[config.mk]
export PLATFORM = sky130hd
export DESIGN_NAME = periodic_task_dispatcher_top
export DESIGN_NICKNAME = d
export VERILOG_FILES = /design/src/rtl/core/ptd_pkg.sv /design/src/rtl/core/ptd_front.sv /design/src/rtl/core/ptd_cmd_fifo.sv /design/src/rtl/core/ptd_exec.sv /design/src/rtl/core/periodic_task_dispatcher_top.sv
export SDC_FILE = /design/constraint.sdc
export NUM_CORES = 2
export LEC_CHECK = 0
export BUFFER_PORTS_ARGS = -buffer_cell sky130_fd_sc_hd__buf_2
export CORE_ASPECT_RATIO = 1.2
export CORE_MARGIN = 2
export CORE_UTILIZATION = 49
export DETAILED_ROUTE_END_ITERATION = 10
export GPL_TIMING_DRIVEN = 0
export PLACE_DENSITY = 0.76
export SLEW_MARGIN = 0
export SYNTH_ARGS = -nofsm -noshare
export SYNTH_HDL_FRONTEND = slang
export SYNTH_SLANG_ARGS = --single-unit
[constraint.sdc]
create_clock -name clk -period 19.4 [get_ports clk]
set_clock_uncertainty 0.2 [all_clocks]
set_input_delay 0.97 -clock clk [delete_from_list [all_inputs] [get_ports clk]]
set_output_delay 0.97 -clock clk [all_outputs]
set_load 0.005 [all_outputs]
[src/rtl/core/ptd_pkg.sv]
`timescale 1ns / 1ps
// ----------------------------------------------------------------------------
// ptd_pkg
// Shared types, constants and codes of the periodic task dispatcher.
// ----------------------------------------------------------------------------
package ptd_pkg;

    localparam int MAX_TASKS      = 8;
    localparam int TASK_IDX_W     = (MAX_TASKS > 1) ? $clog2(MAX_TASKS) : 1;
    localparam int TASK_CNT_W     = $clog2(MAX_TASKS + 1);

    localparam int CMD_FIFO_DEPTH = 2;
    localparam int CMD_PTR_W      = (CMD_FIFO_DEPTH > 1) ? $clog2(CMD_FIFO_DEPTH) : 1;
    localparam int CMD_CNT_W      = $clog2(CMD_FIFO_DEPTH + 1);

    localparam int CFG_IDX_W      = 1;
    localparam logic [CFG_IDX_W-1:0] CFG_SCHEDULE_MODE  = 1'd0;
    localparam logic [CFG_IDX_W-1:0] CFG_OVERFLOW_LIMIT = 1'd1;

    localparam logic [31:0] OVERFLOW_LIMIT_RST = 32'd100000;

    typedef enum logic [1:0] {
        OP_TICK      = 2'd0,
        OP_ADD       = 2'd1,
        OP_SET_STATE = 2'd2,
        OP_SHIFT     = 2'd3
    } opcode_t;

    typedef enum logic [2:0] {
        CMD_TICK         = 3'd0,
        CMD_TICK_IGNORED = 3'd1,
        CMD_ADD          = 3'd2,
        CMD_SET_STATE    = 3'd3,
        CMD_SHIFT        = 3'd4
    } cmd_kind_t;

    typedef enum logic [2:0] {
        RES_DISPATCH     = 3'd0,
        RES_NONE_READY   = 3'd1,
        RES_ADDED        = 3'd2,
        RES_TABLE_FULL   = 3'd3,
        RES_TICK_IGNORED = 3'd4,
        RES_DONE         = 3'd5,
        RES_BAD_INDEX    = 3'd6
    } res_kind_t;

    typedef enum logic [1:0] {
        EX_IDLE  = 2'd0,
        EX_CALC  = 2'd1,
        EX_EVAL  = 2'd2,
        EX_FLUSH = 2'd3
    } exec_state_t;

    typedef struct packed {
        cmd_kind_t          kind;
        logic [31:0]        amount;
        logic [15:0]        interval;
        logic               run;
        logic signed [31:0] offset;
        logic [2:0]         sel;
    } cmd_t;

    typedef struct packed {
        res_kind_t          kind;
        logic [2:0]         task_index;
        logic signed [31:0] lateness;
        logic signed [31:0] worst_lateness;
        logic [31:0]        tick_count;
        logic               last;
    } res_t;

    typedef struct packed {
        logic schedule_mode;
    } sched_cfg_t;

endpackage

[src/rtl/core/ptd_front.sv]
`timescale 1ns / 1ps
// ----------------------------------------------------------------------------
// ptd_front
// Holds the configuration registers, accepts input beats and classifies them
// into commands for the command queue.
// ----------------------------------------------------------------------------
module ptd_front
    import ptd_pkg::*;
(
    input  logic                 clk,
    input  logic                 rst_n,
    input  logic                 push,
    output logic                 full,
    input  logic [1:0]           opcode,
    input  logic [31:0]          tick_amount,
    input  logic [15:0]          interval,
    input  logic                 run_flag,
    input  logic signed [31:0]   offset,
    input  logic [2:0]           task_select,
    input  logic                 cfg_we,
    input  logic [CFG_IDX_W-1:0] cfg_index,
    input  logic [31:0]          cfg_wdata,
    input  logic                 fifo_full,
    output logic                 cmd_wr,
    output cmd_t                 cmd,
    output sched_cfg_t           cfg
);

    logic        schedule_mode_reg;
    logic [31:0] overflow_limit_reg;

    always_ff @(posedge clk or negedge rst_n)
    begin
        if (!rst_n)
        begin
            schedule_mode_reg  <= 1'b0;
            overflow_limit_reg <= OVERFLOW_LIMIT_RST;
        end
        else if (cfg_we)
        begin
            case (cfg_index)
                CFG_SCHEDULE_MODE:  schedule_mode_reg  <= cfg_wdata[0];
                CFG_OVERFLOW_LIMIT: overflow_limit_reg <= cfg_wdata;
                default: ;
            endcase
        end
    end

    always_comb
    begin
        cmd.amount   = tick_amount;
        cmd.interval = interval;
        cmd.run      = run_flag;
        cmd.offset   = offset;
        cmd.sel      = task_select;
        case (opcode_t'(opcode))
            OP_TICK:      cmd.kind = (tick_amount > overflow_limit_reg) ? CMD_TICK_IGNORED
                                                                        : CMD_TICK;
            OP_ADD:       cmd.kind = CMD_ADD;
            OP_SET_STATE: cmd.kind = CMD_SET_STATE;
            OP_SHIFT:     cmd.kind = CMD_SHIFT;
            default:      cmd.kind = CMD_TICK_IGNORED;
        endcase
    end

    assign cmd_wr            = push && !fifo_full;
    assign full              = fifo_full;
    assign cfg.schedule_mode = schedule_mode_reg;

endmodule

[src/rtl/core/ptd_cmd_fifo.sv]
`timescale 1ns / 1ps
// ----------------------------------------------------------------------------
// ptd_cmd_fifo
// Short command queue between the classifying front and the executing back.
// ----------------------------------------------------------------------------
module ptd_cmd_fifo
    import ptd_pkg::*;
(
    input  logic clk,
    input  logic rst_n,
    input  logic wr_en,
    input  cmd_t wr_data,
    output logic full,
    output logic rd_valid,
    input  logic rd_en,
    output cmd_t rd_data
);

    cmd_t                 entry_reg [CMD_FIFO_DEPTH];
    logic [CMD_PTR_W-1:0] wr_ptr_reg;
    logic [CMD_PTR_W-1:0] wr_ptr_next;
    logic [CMD_PTR_W-1:0] rd_ptr_reg;
    logic [CMD_PTR_W-1:0] rd_ptr_next;
    logic [CMD_CNT_W-1:0] count_reg;
    logic [CMD_CNT_W-1:0] count_next;
    logic                 do_wr;
    logic                 do_rd;

    assign full     = (count_reg == CMD_CNT_W'(CMD_FIFO_DEPTH));
    assign rd_valid = (count_reg != '0);
    assign rd_data  = entry_reg[rd_ptr_reg];
    assign do_wr    = wr_en && !full;
    assign do_rd    = rd_en && rd_valid;

    always_comb
    begin
        wr_ptr_next = wr_ptr_reg;
        rd_ptr_next = rd_ptr_reg;
        count_next  = count_reg;
        if (do_wr)
        begin
            wr_ptr_next = (wr_ptr_reg == CMD_PTR_W'(CMD_FIFO_DEPTH - 1)) ? '0
                        : wr_ptr_reg + CMD_PTR_W'(1);
        end
        if (do_rd)
        begin
            rd_ptr_next = (rd_ptr_reg == CMD_PTR_W'(CMD_FIFO_DEPTH - 1)) ? '0
                        : rd_ptr_reg + CMD_PTR_W'(1);
        end
        if (do_wr && !do_rd)
        begin
            count_next = count_reg + CMD_CNT_W'(1);
        end
        else if (do_rd && !do_wr)
        begin
            count_next = count_reg - CMD_CNT_W'(1);
        end
    end

    always_ff @(posedge clk or negedge rst_n)
    begin
        if (!rst_n)
        begin
            wr_ptr_reg <= '0;
            rd_ptr_reg <= '0;
            count_reg  <= '0;
        end
        else
        begin
            wr_ptr_reg <= wr_ptr_next;
            rd_ptr_reg <= rd_ptr_next;
            count_reg  <= count_next;
        end
    end

    always_ff @(posedge clk)
    begin
        if (do_wr)
        begin
            entry_reg[wr_ptr_reg] <= wr_data;
        end
    end

endmodule

[src/rtl/core/ptd_exec.sv]
`timescale 1ns / 1ps
// ----------------------------------------------------------------------------
// ptd_exec
// Executes commands against the task table, scans the slots on a tick and
// holds the result register seen on the output side.
// ----------------------------------------------------------------------------
module ptd_exec
    import ptd_pkg::*;
(
    input  logic       clk,
    input  logic       rst_n,
    input  logic       cmd_valid,
    input  cmd_t       cmd,
    output logic       cmd_pop,
    input  sched_cfg_t cfg,
    input  logic       pop,
    output logic       out_valid,
    output res_t       res
);

    localparam logic signed [33:0] SUM_MAX = 34'sd2147483647;
    localparam logic signed [33:0] SUM_MIN = -34'sd2147483648;

    function automatic logic signed [31:0] sat32(input logic signed [33:0] v);
        logic signed [31:0] r;
        if (v > SUM_MAX)
        begin
            r = 32'sh7fffffff;
        end
        else if (v < SUM_MIN)
        begin
            r = 32'sh80000000;
        end
        else
        begin
            r = v[31:0];
        end
        return r;
    endfunction

    exec_state_t            state_reg;
    exec_state_t            state_next;

    logic [15:0]            period_reg  [MAX_TASKS];
    logic signed [31:0]     elapsed_reg [MAX_TASKS];
    logic                   running_reg [MAX_TASKS];
    logic signed [31:0]     worst_reg   [MAX_TASKS];

    logic [TASK_CNT_W-1:0]  task_count_reg;
    logic [TASK_CNT_W-1:0]  task_count_next;
    logic [31:0]            ticks_reg;
    logic [31:0]            ticks_next;
    logic [31:0]            amount_reg;
    logic [31:0]            amount_next;
    logic [TASK_CNT_W-1:0]  scan_reg;
    logic [TASK_CNT_W-1:0]  scan_next;
    logic signed [31:0]     sat_e_reg;
    logic signed [31:0]     sat_e_next;
    logic signed [33:0]     wp_reg;
    logic signed [33:0]     wp_next;
    logic                   run_cur_reg;
    logic                   run_cur_next;
    logic [15:0]            period_cur_reg;
    logic [15:0]            period_cur_next;
    logic                   dispatched_reg;
    logic                   dispatched_next;
    logic                   pend_valid_reg;
    logic                   pend_valid_next;
    res_t                   pend_reg;
    res_t                   pend_next;
    logic                   out_valid_reg;
    logic                   out_valid_next;
    res_t                   out_reg;
    res_t                   out_next;

    logic                   out_free;
    logic                   emit;
    res_t                   emit_res;
    logic [TASK_IDX_W-1:0]  rd_idx;
    logic [TASK_IDX_W-1:0]  scan_idx;
    logic [TASK_IDX_W-1:0]  sel_idx;
    logic                   sel_bad;
    logic signed [31:0]     elapsed_cur;
    logic signed [31:0]     worst_cur;
    logic signed [33:0]     tick_sum;
    logic signed [33:0]     shift_sum;
    logic [TASK_CNT_W-1:0]  scan_inc;
    logic                   ready;
    logic                   advance;
    logic signed [31:0]     late;
    logic                   late_gt;

    logic                   we_period;
    logic                   we_elapsed;
    logic                   we_running;
    logic                   we_worst;
    logic [TASK_IDX_W-1:0]  wr_idx;
    logic signed [31:0]     wr_elapsed;
    logic                   wr_running;

    assign out_free    = !out_valid_reg || pop;
    assign scan_idx    = scan_reg[TASK_IDX_W-1:0];
    assign sel_idx     = TASK_IDX_W'(cmd.sel);
    assign sel_bad     = 32'(cmd.sel) >= 32'(task_count_reg);
    assign rd_idx      = (state_reg == EX_IDLE) ? sel_idx : scan_idx;
    assign elapsed_cur = elapsed_reg[rd_idx];
    assign worst_cur   = worst_reg[rd_idx];
    assign tick_sum    = {{2{elapsed_cur[31]}}, elapsed_cur} + $signed({2'b00, amount_reg});
    assign shift_sum   = {{2{elapsed_cur[31]}}, elapsed_cur}
                       + {{2{cmd.offset[31]}}, cmd.offset};
    assign scan_inc    = scan_reg + TASK_CNT_W'(1);

    // worst + period is formed a step early so lateness and its max test run side by side
    assign ready   = run_cur_reg && (sat_e_reg >= $signed({16'h0000, period_cur_reg}))
                   && !(cfg.schedule_mode && dispatched_reg);
    assign advance = !(ready && pend_valid_reg && !out_free);
    assign late    = sat_e_reg - $signed({16'h0000, period_cur_reg});
    assign late_gt = {{2{sat_e_reg[31]}}, sat_e_reg} > wp_reg;

    always_comb
    begin
        state_next = state_reg;
        case (state_reg)
            EX_IDLE:
            begin
                if (cmd_valid && (cmd.kind == CMD_TICK))
                begin
                    state_next = (task_count_reg == '0) ? EX_FLUSH : EX_CALC;
                end
            end
            EX_CALC:
            begin
                state_next = EX_EVAL;
            end
            EX_EVAL:
            begin
                if (advance)
                begin
                    state_next = (scan_inc == task_count_reg) ? EX_FLUSH : EX_CALC;
                end
            end
            EX_FLUSH:
            begin
                if (out_free)
                begin
                    state_next = EX_IDLE;
                end
            end
            default:
            begin
                state_next = EX_IDLE;
            end
        endcase
    end

    always_comb
    begin
        cmd_pop         = 1'b0;
        emit            = 1'b0;
        emit_res        = '{kind: RES_DONE, task_index: 3'd0, lateness: 32'sd0,
                            worst_lateness: 32'sd0, tick_count: ticks_reg, last: 1'b1};
        task_count_next = task_count_reg;
        ticks_next      = ticks_reg;
        amount_next     = amount_reg;
        scan_next       = scan_reg;
        sat_e_next      = sat_e_reg;
        wp_next         = wp_reg;
        run_cur_next    = run_cur_reg;
        period_cur_next = period_cur_reg;
        dispatched_next = dispatched_reg;
        pend_valid_next = pend_valid_reg;
        pend_next       = pend_reg;
        we_period       = 1'b0;
        we_elapsed      = 1'b0;
        we_running      = 1'b0;
        we_worst        = 1'b0;
        wr_idx          = rd_idx;
        wr_elapsed      = 32'sd0;
        wr_running      = cmd.run;

        case (state_reg)
            EX_IDLE:
            begin
                if (cmd_valid && (cmd.kind == CMD_TICK))
                begin
                    cmd_pop         = 1'b1;
                    amount_next     = cmd.amount;
                    ticks_next      = ticks_reg + 32'd1;
                    scan_next       = '0;
                    dispatched_next = 1'b0;
                    pend_valid_next = 1'b0;
                end
                else if (cmd_valid && out_free)
                begin
                    cmd_pop = 1'b1;
                    emit    = 1'b1;
                    case (cmd.kind)
                        CMD_TICK_IGNORED:
                        begin
                            emit_res.kind = RES_TICK_IGNORED;
                        end
                        CMD_ADD:
                        begin
                            if (task_count_reg < TASK_CNT_W'(MAX_TASKS))
                            begin
                                we_period       = 1'b1;
                                we_elapsed      = 1'b1;
                                we_running      = 1'b1;
                                wr_idx          = task_count_reg[TASK_IDX_W-1:0];
                                wr_elapsed      = cmd.offset;
                                task_count_next = task_count_reg + TASK_CNT_W'(1);
                                emit_res.kind       = RES_ADDED;
                                emit_res.task_index = 3'(task_count_reg);
                            end
                            else
                            begin
                                emit_res.kind = RES_TABLE_FULL;
                            end
                        end
                        CMD_SET_STATE, CMD_SHIFT:
                        begin
                            emit_res.task_index = cmd.sel;
                            if (sel_bad)
                            begin
                                emit_res.kind = RES_BAD_INDEX;
                            end
                            else
                            begin
                                we_elapsed    = 1'b1;
                                wr_idx        = sel_idx;
                                emit_res.kind = RES_DONE;
                                if (cmd.kind == CMD_SET_STATE)
                                begin
                                    we_running = 1'b1;
                                end
                                else
                                begin
                                    wr_elapsed = sat32(shift_sum);
                                end
                            end
                        end
                        default:
                        begin
                            emit_res.kind = RES_TICK_IGNORED;
                        end
                    endcase
                end
            end
            EX_CALC:
            begin
                run_cur_next    = running_reg[scan_idx];
                period_cur_next = period_reg[scan_idx];
                sat_e_next      = running_reg[scan_idx] ? sat32(tick_sum) : elapsed_cur;
                wp_next         = {{2{worst_cur[31]}}, worst_cur}
                                + $signed({18'h00000, period_reg[scan_idx]});
            end
            EX_EVAL:
            begin
                if (advance)
                begin
                    scan_next = scan_inc;
                    wr_idx    = scan_idx;
                    if (ready)
                    begin
                        we_elapsed      = 1'b1;
                        wr_elapsed      = 32'sd0;
                        we_worst        = late_gt;
                        dispatched_next = 1'b1;
                        pend_valid_next = 1'b1;
                        pend_next       = '{kind: RES_DISPATCH, task_index: 3'(scan_reg),
                                            lateness: late,
                                            worst_lateness: late_gt ? late : worst_cur,
                                            tick_count: ticks_reg, last: 1'b0};
                        if (pend_valid_reg)
                        begin
                            emit     = 1'b1;
                            emit_res = pend_reg;
                        end
                    end
                    else if (run_cur_reg)
                    begin
                        we_elapsed = 1'b1;
                        wr_elapsed = sat_e_reg;
                    end
                end
            end
            EX_FLUSH:
            begin
                if (out_free)
                begin
                    emit            = 1'b1;
                    pend_valid_next = 1'b0;
                    if (pend_valid_reg)
                    begin
                        emit_res      = pend_reg;
                        emit_res.last = 1'b1;
                    end
                    else
                    begin
                        emit_res.kind = RES_NONE_READY;
                    end
                end
            end
            default: ;
        endcase

        out_valid_next = out_valid_reg && !pop;
        out_next       = out_reg;
        if (emit)
        begin
            out_valid_next = 1'b1;
            out_next       = emit_res;
        end
    end

    always_ff @(posedge clk or negedge rst_n)
    begin
        if (!rst_n)
        begin
            state_reg      <= EX_IDLE;
            task_count_reg <= '0;
            ticks_reg      <= '0;
            scan_reg       <= '0;
            dispatched_reg <= 1'b0;
            pend_valid_reg <= 1'b0;
            out_valid_reg  <= 1'b0;
        end
        else
        begin
            state_reg      <= state_next;
            task_count_reg <= task_count_next;
            ticks_reg      <= ticks_next;
            scan_reg       <= scan_next;
            dispatched_reg <= dispatched_next;
            pend_valid_reg <= pend_valid_next;
            out_valid_reg  <= out_valid_next;
        end
    end

    always_ff @(posedge clk)
    begin
        amount_reg     <= amount_next;
        sat_e_reg      <= sat_e_next;
        wp_reg         <= wp_next;
        run_cur_reg    <= run_cur_next;
        period_cur_reg <= period_cur_next;
        pend_reg       <= pend_next;
        out_reg        <= out_next;
        if (we_period)
        begin
            period_reg[wr_idx] <= cmd.interval;
        end
        if (we_elapsed)
        begin
            elapsed_reg[wr_idx] <= wr_elapsed;
        end
    end

    always_ff @(posedge clk or negedge rst_n)
    begin
        if (!rst_n)
        begin
            for (int i = 0; i < MAX_TASKS; i++)
            begin
                running_reg[i] <= 1'b0;
                worst_reg[i]   <= 32'sd0;
            end
        end
        else
        begin
            if (we_running)
            begin
                running_reg[wr_idx] <= wr_running;
            end
            if (we_worst)
            begin
                worst_reg[wr_idx] <= late;
            end
        end
    end

    assign out_valid = out_valid_reg;
    assign res       = out_reg;

    a_emit_slot_free: assert property (@(posedge clk) disable iff (!rst_n)
        emit |-> out_free)
        else $error("result written while result register still occupied");

    a_count_bound: assert property (@(posedge clk) disable iff (!rst_n)
        task_count_reg <= TASK_CNT_W'(MAX_TASKS))
        else $error("task count above table size");

    a_scan_in_range: assert property (@(posedge clk) disable iff (!rst_n)
        (state_reg == EX_CALC || state_reg == EX_EVAL) |-> scan_reg < task_count_reg)
        else $error("scan index beyond task count");

    a_count_step: assert property (@(posedge clk) disable iff (!rst_n)
        1'b1 |=> (task_count_reg == $past(task_count_reg)
               || task_count_reg == $past(task_count_reg) + TASK_CNT_W'(1)))
        else $error("task count moved by more than one");

    a_flush_done: assert property (@(posedge clk) disable iff (!rst_n)
        (state_reg == EX_FLUSH && out_free) |=> (state_reg == EX_IDLE && !pend_valid_reg))
        else $error("final tick beat did not close the scan");

endmodule

[src/rtl/core/periodic_task_dispatcher_top.sv]
`timescale 1ns / 1ps
// Add, set-state, shift and ignored-tick beats give their single result, registered, when
// the back end is idle. An accepted tick scans the table in the back end: each slot needs
// an add step (EX_CALC) and a compare/update step (EX_EVAL), and EX_FLUSH ends the scan.
// Throughput: one non-tick beat per cycle while results are popped; ticks bound by the scan.
// Reset: asynchronous active low; clears task count, tick count, run flags, worst
// lateness, queues and config (schedule_mode 0, overflow_limit 100000).
// ----------------------------------------------------------------------------
// periodic_task_dispatcher_top
// Periodic task dispatcher: front classifier, command queue and task executor.
// ----------------------------------------------------------------------------
module periodic_task_dispatcher_top
    import ptd_pkg::*;
(
    input  logic                 clk,
    input  logic                 rst_n,
    input  logic                 push,
    output logic                 full,
    input  logic [1:0]           opcode,
    input  logic [31:0]          tick_amount,
    input  logic [15:0]          interval,
    input  logic                 run_flag,
    input  logic signed [31:0]   offset,
    input  logic [2:0]           task_select,
    output logic                 empty,
    input  logic                 pop,
    output logic [2:0]           kind,
    output logic [2:0]           task_index,
    output logic signed [31:0]   lateness,
    output logic signed [31:0]   worst_lateness,
    output logic [31:0]          tick_count,
    output logic                 last,
    input  logic                 cfg_we,
    input  logic [CFG_IDX_W-1:0] cfg_index,
    input  logic [31:0]          cfg_wdata
);

    logic       fifo_full;
    logic       cmd_wr;
    cmd_t       cmd_in;
    cmd_t       cmd_out;
    logic       cmd_valid;
    logic       cmd_pop;
    sched_cfg_t cfg;
    logic       out_valid;
    res_t       res;

    ptd_front u_front (
        .clk         (clk),
        .rst_n       (rst_n),
        .push        (push),
        .full        (full),
        .opcode      (opcode),
        .tick_amount (tick_amount),
        .interval    (interval),
        .run_flag    (run_flag),
        .offset      (offset),
        .task_select (task_select),
        .cfg_we      (cfg_we),
        .cfg_index   (cfg_index),
        .cfg_wdata   (cfg_wdata),
        .fifo_full   (fifo_full),
        .cmd_wr      (cmd_wr),
        .cmd         (cmd_in),
        .cfg         (cfg)
    );

    ptd_cmd_fifo u_cmd_fifo (
        .clk      (clk),
        .rst_n    (rst_n),
        .wr_en    (cmd_wr),
        .wr_data  (cmd_in),
        .full     (fifo_full),
        .rd_valid (cmd_valid),
        .rd_en    (cmd_pop),
        .rd_data  (cmd_out)
    );

    ptd_exec u_exec (
        .clk       (clk),
        .rst_n     (rst_n),
        .cmd_valid (cmd_valid),
        .cmd       (cmd_out),
        .cmd_pop   (cmd_pop),
        .cfg       (cfg),
        .pop       (pop),
        .out_valid (out_valid),
        .res       (res)
    );

    assign empty          = !out_valid;
    assign kind           = res.kind;
    assign task_index     = res.task_index;
    assign lateness       = res.lateness;
    assign worst_lateness = res.worst_lateness;
    assign tick_count     = res.tick_count;
    assign last           = res.last;

endmodule
== Word-level counts from Yosys, hierarchy flattened ==
Memories as Yosys holds them, arrays and structs flattened.
Cells that the tools add are included.

* Shift operators: 0
* Multiplexer cells: 110
* Multiply operators: 0
* Bitwise logic cells: 6
* Add/sub/neg operators: 11
* Equal/unequal tests: 15
* Div/mod/pow operators: 0
* Reduce and logical (&&, ||, !) cells: 40
* Magnitude comparators: 13

{| class="wikitable"
|+ Operators by type and width
! operator !! number
|-
| 2-to-1 mux 32 bit || 17
|-
| 2-to-1 mux 103 bit || 4
|-
| bitwise mux 256 bit || 1
|-
| case mux 97 bit (2 select lines) || 1
|-
| case mux 32 bit (2 select lines) || 2
|-
| 2-to-1 mux 100 bit || 1
|-
| binary-select mux 32 bit (select 3 bit) || 1
|-
| demux 32 bit (select 3 bit) || 1
|-
| > comparator 34 x 32 -> 1 bit, second input constant || 2
|-
| less-than comparator 34 x 32 -> 1 bit, second input constant || 2
|-
| 2-to-1 mux 1 bit || 46
|-
| adder 32 x 33 -> 34 bit || 1
|-
| > comparator 34 bit || 1
|-
| adder 32 x 17 -> 33 bit || 1
|-
| adder 32 x 32 -> 33 bit || 1
|-
| adder 32 x 1 -> 32 bit, second input constant || 1
|-
| greater-or-equal comparator 32 x 17 -> 1 bit || 1
|-
| > comparator 32 bit || 1
|-
| subtractor 32 x 17 -> 32 bit || 1
|-
| case mux 3 bit (2 select lines) || 4
|-
| 2-to-1 mux 3 bit || 7
|-
| case mux 6 bit (3 select lines) || 1
|-
| 2-to-1 mux 2 bit || 8
|-
| logical AND 1 bit || 14
|-
| other kinds (39) || 75
|}

* Logic and storage cells: 241
* Flip-flop bits (word level): 663
* Input bits: 124
* Memories: 3
* Memory bits (read-only): 0
* RAM bits: 558
* Output and inout bits: 105
* Bits in latches: 0

{| class="wikitable"
|+ Memory list
! memory !! depth !! bits a word !! read ports !! clocked after memory_dff !! wr ports !! RTL line !! text
|-
| u_exec.elapsed_reg || 8 || 32 || 1 || 0 || 1 || ptd_exec.sv:45 || <nowiki>logic signed [31:0] elapsed_reg [MAX_TASKS];</nowiki>
|-
| u_cmd_fifo.entry_reg || 2 || 87 || 1 || 0 || 1 || ptd_cmd_fifo.sv:19 || <nowiki>cmd_t entry_reg [CMD_FIFO_DEPTH];</nowiki>
|-
| u_exec.period_reg || 8 || 16 || 1 || 0 || 1 || ptd_exec.sv:44 || <nowiki>logic [15:0] period_reg [MAX_TASKS];</nowiki>
|}

== Depth between registers and ports, before layout ==
* Word-level depth: 13
* Gate-level depth with buffers: 24
* Gate-level depth less buffers: 18

== Cells and area by module ==
A second synthesis with hierarchy kept.

* Cells, all modules: 4045
* Area total of the unflattened synthesis: 57709.1 um^2

{| class="wikitable"
|+ By module, submodules not included
! module !! area each (um^2) !! cells an instance !! sequential area each (um^2) !! times used
|-
| ptd_exec || 48396.4 || 3476 || 28752.6 || 1
|-
| ptd_cmd_fifo || 6552.5 || 290 || 5325.1 || 1
|-
| ptd_front || 2756.4 || 278 || 833.3 || 1
|-
| periodic_task_dispatcher_top || 3.8 || 1 || 0.0 || 1
|}

== Worst setup path after synthesis ==
Ideal clock, no wire load.

* Path type: register to register
* From: register u_exec.period_cur_reg[0] (read register of u_exec.period_reg)
* To: register u_exec.out_reg (netlist bit u_exec.res[0]) (enable)
* Buffers on the path: 0
* Arrival: 9.668 ns
* Stages on the path, launching flop included: 13
* Setup time: 0.707 ns
* Slack: 8.825 ns
* Required time: 18.493 ns
* Cell sequence: edfxtp_1 -> ha_1 -> fa_1 -> nor2b_1 -> o21ai_0 -> a21oi_1 -> o21ai_0 -> a211oi_1 -> nor3_1 -> nor2b_1 -> and2_1 -> nor2_1 -> o21ai_0

* Cells in the longest elaborated chain, start to end: 7

{| class="wikitable"
|+ Ends and longest elaborated chain
! what !! RTL line !! text
|-
| from (decl) || ptd_exec.sv:63 || <nowiki>logic [15:0] period_cur_reg;</nowiki>
|-
| greater-or-equal comparator 32 x 17 -> 1 bit (*) || ptd_exec.sv:114 || <nowiki>assign ready = run_cur_reg && (sat_e_reg >= $signed({16'h0000, period_cur_reg}))</nowiki>
|-
| logical AND 1 bit (*) || ptd_exec.sv:114 ||
|-
| logical AND 1 bit (*) || ptd_exec.sv:115 || <nowiki>&& !(cfg.schedule_mode && dispatched_reg);</nowiki>
|-
| logical AND 1 bit (2 in series) || ptd_exec.sv:116 || <nowiki>assign advance = !(ready && pend_valid_reg && !out_free);</nowiki>
|-
| 2-to-1 mux 1 bit (*) || ptd_exec.sv:259 || <nowiki>if (advance)</nowiki>
|-
| case mux 1 bit (3 select lines) (*) || ptd_exec.sv:181 || <nowiki>case (state_reg)</nowiki>
|-
| via u_exec.emit || ptd_exec.sv:77 || <nowiki>logic emit;</nowiki>
|-
| to (signal assigned) || ptd_exec.sv:348 || <nowiki>out_reg <= out_next;</nowiki>
|-
| to (decl) || ptd_exec.sv:73 || <nowiki>res_t out_reg;</nowiki>
|}

Mark *: on every way through the listed nets, which the timed path passes. The rest lies on a longest branch.
A chain may end at the register's enable or synchronous reset.

== Worst setup path after layout ==
* From: register u_exec.state_reg[0]
* To: memory u_exec.elapsed_reg[4][21] (data pin)

* Cells in the longest elaborated chain, start to end: 13

{| class="wikitable"
|+ Ends and longest elaborated chain
! what !! RTL line !! text
|-
| from (decl) || ptd_exec.sv:41 || <nowiki>exec_state_t state_reg;</nowiki>
|-
| from (signal assigned) || ptd_exec.sv:330 || <nowiki>state_reg <= state_next;</nowiki>
|-
| zero test 2 bit || ptd_exec.sv:105, ptd_exec.sv:181 ||
|-
| 2-to-1 mux 3 bit || ptd_exec.sv:105 || <nowiki>assign rd_idx = (state_reg == EX_IDLE) ? sel_idx : scan_idx;</nowiki>
|-
| memory (8 x 32 bit) || n/a ||
|-
| adder 32 x 32 -> 33 bit || ptd_exec.sv:110 || <nowiki>+ {{2{cmd.offset[31]}}, cmd.offset};</nowiki>
|-
| less-than comparator 34 x 32 -> 1 bit || ptd_exec.sv:30 || <nowiki>else if (v < SUM_MIN)</nowiki>
|-
| 2-to-1 mux 32 bit || ptd_exec.sv:30 ||
|-
| 2-to-1 mux 32 bit || ptd_exec.sv:26 || <nowiki>if (v > SUM_MAX)</nowiki>
|-
| 2-to-1 mux 32 bit || ptd_exec.sv:232 || <nowiki>if (cmd.kind == CMD_SET_STATE)</nowiki>
|-
| 2-to-1 mux 32 bit || ptd_exec.sv:223 || <nowiki>if (sel_bad)</nowiki>
|-
| case mux 32 bit (2 select lines) || ptd_exec.sv:197 || <nowiki>case (cmd.kind)</nowiki>
|-
| 2-to-1 mux 32 bit || ptd_exec.sv:193 || <nowiki>else if (cmd_valid && out_free)</nowiki>
|-
| 2-to-1 mux 32 bit || ptd_exec.sv:184 || <nowiki>if (cmd_valid && (cmd.kind == CMD_TICK))</nowiki>
|-
| case mux 32 bit (2 select lines) (*) || ptd_exec.sv:181 ||
|-
| via u_exec.wr_elapsed[21] || ptd_exec.sv:98 || <nowiki>logic signed [31:0] wr_elapsed;</nowiki>
|-
| to (decl) || ptd_exec.sv:45 ||
|}

Marks and branches as above.

==> results.md <==
Synthesis:
- The per-instance average area after synthesis is 15.1 um^2.
- The cell count after synthesis is 3723.
- The cell area that synthesis handed to floorplanning was 56100 um^2.
- After synthesis, the netlist uses 100 different library cells.
- The Yosys step of the flow raised 0 warnings.
- The register bit count reported by yosys is 1220.
- The number of flops mapped to enable cells by yosys is 874.
- For this run, the leading register cell type out of synthesis is sky130_fd_sc_hd__edfxtp_1.
- The synthesized net count is 4027.
- For this run, the register share of the synthesized area comes to 0.622.
- After synthesis, the share of flip-flops with an asynchronous set or reset is 0.284.

Die:
- The core box area is 114000 um^2.
- In this run the core area contains 136 standard-cell rows.
- The floorplan die area is 117000 um^2.
- For this configuration, the core starts out at a cell density of 0.492.
- The die outline height is 375 um.
- Pin placement for this block handled 229 I/O pins.
- The floorplan step set the die width to 313 um.

Detailed routing:
- In the final routed layout, each cell accounts on average for 24.5 um.
- The detailed-route via count is 33400.
- After detailed routing, the number of remaining DRC violations is 0.
- After the first detailed-routing iteration, the DRC count stood at 2865.
- The number of optimization iterations in the first detailed-route pass is 6.
- The detail route stage leaves a number of antenna-violating nets equal to 0.
- The total wire length after detailed routing is 140000 um.
- After detailed routing, the number of vias per cell comes to 5.84.

Pwr:
- The share of total power dissipated in the clock network is 0.222.
- In this run the power density over the cells is 164 nW/um^2.
- The maximum VDD drop is 0.0000869 V.
- Of the total power, registers draw 0.345.
- The combinational share of power is 0.433.
- In this run the power spent charging and discharging nets is 0.00405 W.
- The design internal power is 0.00645 W.
- The total design power is 0.0105 W.
- Of the total power, the share spent switching nets is 0.386.
- Summed over all cells, the static leakage comes to 25.2 nW.

Setup path:
- Traced cell by cell, the critical path runs through nor2_4 > mux2i_4 > buf_6 > buf_12 > buf_2 > buf_1 > buf_2 > mux2i_1 > inv_1 > ha_1 > a21oi_1 > and4b_1 > and4bb_2 > o211a_1 > nor3_1 > nor3_1 > a2111oi_0 > a311oi_1 > inv_2 > clkbuf_1 > o211ai_1.
- Along the worst path, the maximum fanout reaches 10.
- The reg2reg setup slack is 10.54 ns.
- The required time of the critical path is 19.65 ns.
- The type of the worst setup path is reg -> reg.
- The cell type of the slowest stage on the worst timing path is sky130_fd_sc_hd__o211ai_1.
- For this run, the slowest stage of the critical path takes 0.73 ns.
- The kind of cell with the highest combined delay on the critical path is buffers and inverters.
- The number of buffer and inverter stages on the critical path is 8.
- For the worst setup path, the data arrival time is 9.10 ns.
- The kind of start point of the critical path is a flop.
- The worst setup path is captured at a flop.

Clock network:
- TritonCTS created 116 clock buffers.
- The worst-case clock buffer depth is 3.
- The clock drives 1220 sinks.
- CTS built an H-tree with a depth of 3.
- The tree is rooted in a sky130_fd_sc_hd__clkbuf_16.
- TritonCTS built the clock tree.
- The clock transition at the registers of the reported paths is 0.06 ns.
- The clock insertion delay at the later pin of the skew report is 0.76 ns.

Layout:
- In the final layout, the share of cells above drive strength 1 is 0.280.
- Measured on the finished design, the core utilization comes to 0.561.
- The area growth from synthesis to final layout is 13.9%.
- The layout net count is 4404.
- The number of cells in the finished layout apart from fillers is 5724.

STA:
- The worst-case headroom to the max-slew limit is 0.136.
- Setup repair after global routing left no endpoint under its margin.
- Static timing analysis puts the maximum clock frequency at 113 MHz.
- The final-report max-slew violation count is 0.
- The setup TNS is 0 ns.
- Setup violations remaining at the end of the flow were counted as 0.
- The transition time of the tightest slew-check pin is 1.29 ns.
- In the finished design, the share of the clock period the worst path needs comes to 0.457.
- The worst path in the final design needs a cycle of 8.86 ns, including I/O delays and setup.
- The total count of hold-check failures in the final report came to 0.

Worst hold path:
- The class of the worst hold path is in -> reg.

Place:
- The quantity of I/O buffers inserted on ports is 228.
- The detailed placer's ending HPWL is 103000 um.
- The number of placed instances, taps included, is 5499.
- Routability-driven placement finished with a final weighted congestion of 0.959.

Global routing:
- The first-pass GRT wire length is 211000 um.
- The number of global-route vias before repair is 34100.
- The total grt overflow is 0.
- For this run, the total global-route usage over all layers was measured as 0.240.
- The largest net degree at the start of global routing is 123.
- The number of antenna violations at the first check in global routing is 5.

Status:
- The run finished with clean final reports.

Run:
- The number of maximum-capacitance violations is 0.
==> final cells by class <==
type	instances	area, um^2
Antenna cell	2	5.00
Buffer	161	831
Clock buffer	152	3210
Clock inverter	70	751
Fill cell	8969	50100
Inverter	129	484
Multi-Input combinational cell	2213	20000
Sequential cell	1220	34900
Tap cell	1518	1900
Timing Repair Buffer	259	1830
==> cells in the mapped netlist (23+ instances only) <==
cell	number	area (um^2)
sky130_fd_sc_hd__mux2_2	447	5030
sky130_fd_sc_hd__edfxtp_1	874	26200
sky130_fd_sc_hd__a21o_1	74	556
sky130_fd_sc_hd__nor2_1	127	477
sky130_fd_sc_hd__xnor2_1	103	902
sky130_fd_sc_hd__ha_1	176	2200
sky130_fd_sc_hd__o21ai_0	94	470
sky130_fd_sc_hd__a22oi_1	29	218
sky130_fd_sc_hd__nand2_1	228	856
sky130_fd_sc_hd__xor2_1	48	420
sky130_fd_sc_hd__clkbuf_1	81	304
sky130_fd_sc_hd__nor3_1	25	125
sky130_fd_sc_hd__nand3_1	107	536
sky130_fd_sc_hd__nor2b_1	23	144
sky130_fd_sc_hd__nand2b_1	24	150
sky130_fd_sc_hd__a21oi_1	107	536
sky130_fd_sc_hd__mux4_2	146	3290
sky130_fd_sc_hd__mux2i_1	29	290
sky130_fd_sc_hd__buf_2	29	145
sky130_fd_sc_hd__and2_1	73	457
sky130_fd_sc_hd__dfrtp_1	340	8510
sky130_fd_sc_hd__inv_1	124	465
sky130_fd_sc_hd__nand4_1	37	231
sky130_fd_sc_hd__o211ai_1	59	443
==> cell usage in the layout, fill, tap and decap left out, types with 13 or more instances in the layout <==
cell / instances
sky130_fd_sc_hd__xnor2_1: 103
sky130_fd_sc_hd__nand2b_1: 24
sky130_fd_sc_hd__clkbuf_16: 119
sky130_fd_sc_hd__ha_1: 176
sky130_fd_sc_hd__o21ai_0: 93
sky130_fd_sc_hd__nor2b_1: 22
sky130_fd_sc_hd__nand2_1: 228
sky130_fd_sc_hd__mux2_2: 447
sky130_fd_sc_hd__o31a_1: 17
sky130_fd_sc_hd__a21oi_1: 107
sky130_fd_sc_hd__a21o_1: 74
sky130_fd_sc_hd__nor2_1: 109
sky130_fd_sc_hd__buf_4: 16
sky130_fd_sc_hd__edfxtp_1: 874
sky130_fd_sc_hd__inv_1: 124
sky130_fd_sc_hd__clkinv_2: 22
sky130_fd_sc_hd__o211ai_1: 59
sky130_fd_sc_hd__buf_1: 18
sky130_fd_sc_hd__mux4_1: 14
sky130_fd_sc_hd__nand4_1: 37
sky130_fd_sc_hd__buf_2: 256
sky130_fd_sc_hd__buf_6: 15
sky130_fd_sc_hd__a22oi_1: 29
sky130_fd_sc_hd__a31oi_1: 17
sky130_fd_sc_hd__mux4_2: 146
sky130_fd_sc_hd__xor2_1: 48
sky130_fd_sc_hd__mux2i_1: 29
sky130_fd_sc_hd__and3_1: 15
sky130_fd_sc_hd__nand3_1: 107
sky130_fd_sc_hd__clkinv_1: 16
sky130_fd_sc_hd__clkbuf_1: 103
sky130_fd_sc_hd__nor3_1: 25
sky130_fd_sc_hd__dfrtp_1: 340
sky130_fd_sc_hd__buf_16: 13
sky130_fd_sc_hd__and2_1: 73
==> final timing paths <==
check / startpoint / to / cells after the start
worst max-delay path: u_exec.state_reg[0] / u_exec.elapsed_reg[4][21] / 21
max in group asynchronous: rst_n / u_front.overflow_limit_reg[29] / 5
worst min register to register: u_exec.dispatched_reg / u_exec.dispatched_reg / 1
worst max register to register: u_exec.state_reg[0] / u_exec.elapsed_reg[4][21] / 21
worst min-delay path: offset[0] / u_cmd_fifo.entry_reg[1][3] / 1
min in group asynchronous: rst_n / u_exec.worst_reg[179] / 2
==> power by group through the flow <==
stage	Sequential (W)	Combinational, W	Clock, W
finish	0.00362	0.00455	0.00233
global route	0.00364	0.00490	0.00246
detailed placement	0.00366	0.00448	0
global placement	0.00375	0.00435	0
floorplan	0.00365	0.00301	0
CTS	0.00361	0.00451	0.00236
==> through the flow <==
step	instance area [um^2]	hold WS, ns	setup slack [ns]
after global placement	59100	0.263	5.03
after detailed placement	59900	0.268	10.61
after floorplan	56100	0.251	8.83
after global routing	63900	0.184	10.26
after CTS	63900	0.155	10.59
final	63900	0.204	10.54
==> cells by family (layout without fill, tap and decap cells) <==
family,count (synthesis),after routing,share of synthesized area
simple gates,725,725,0.0650
fa+ha+maj,180,180,0.0407
xor+xnor,151,151,0.0236
other cells,0,2,0
mux,654,654,0.164
compound gates,503,503,0.0606
buf+inv,290,771,0.0234
flops,1220,1220,0.622
==> repair_timing <==
item / in CTS / in global routing
hold endpoints to repair: 1 / 0
setup buffers: 0 / 0
hold buffers: 1 / 0
resized for setup: 0 / 0
==> layer usage <==
| layer | routed length [um] | vias to the layer above | GRT usage |
|---|---|---|---|
| met5 | 10 | - | 0 |
| met4 | 7340 | 2 | 0.123 |
| met3 | 8840 | 309 | 0.0413 |
| met2 | 70000 | 1183 | 0.409 |
| met1 | 54200 | 17000 | 0.294 |
| li1 | - | 15000 | - |
Power figures use the tool's default switching activity.
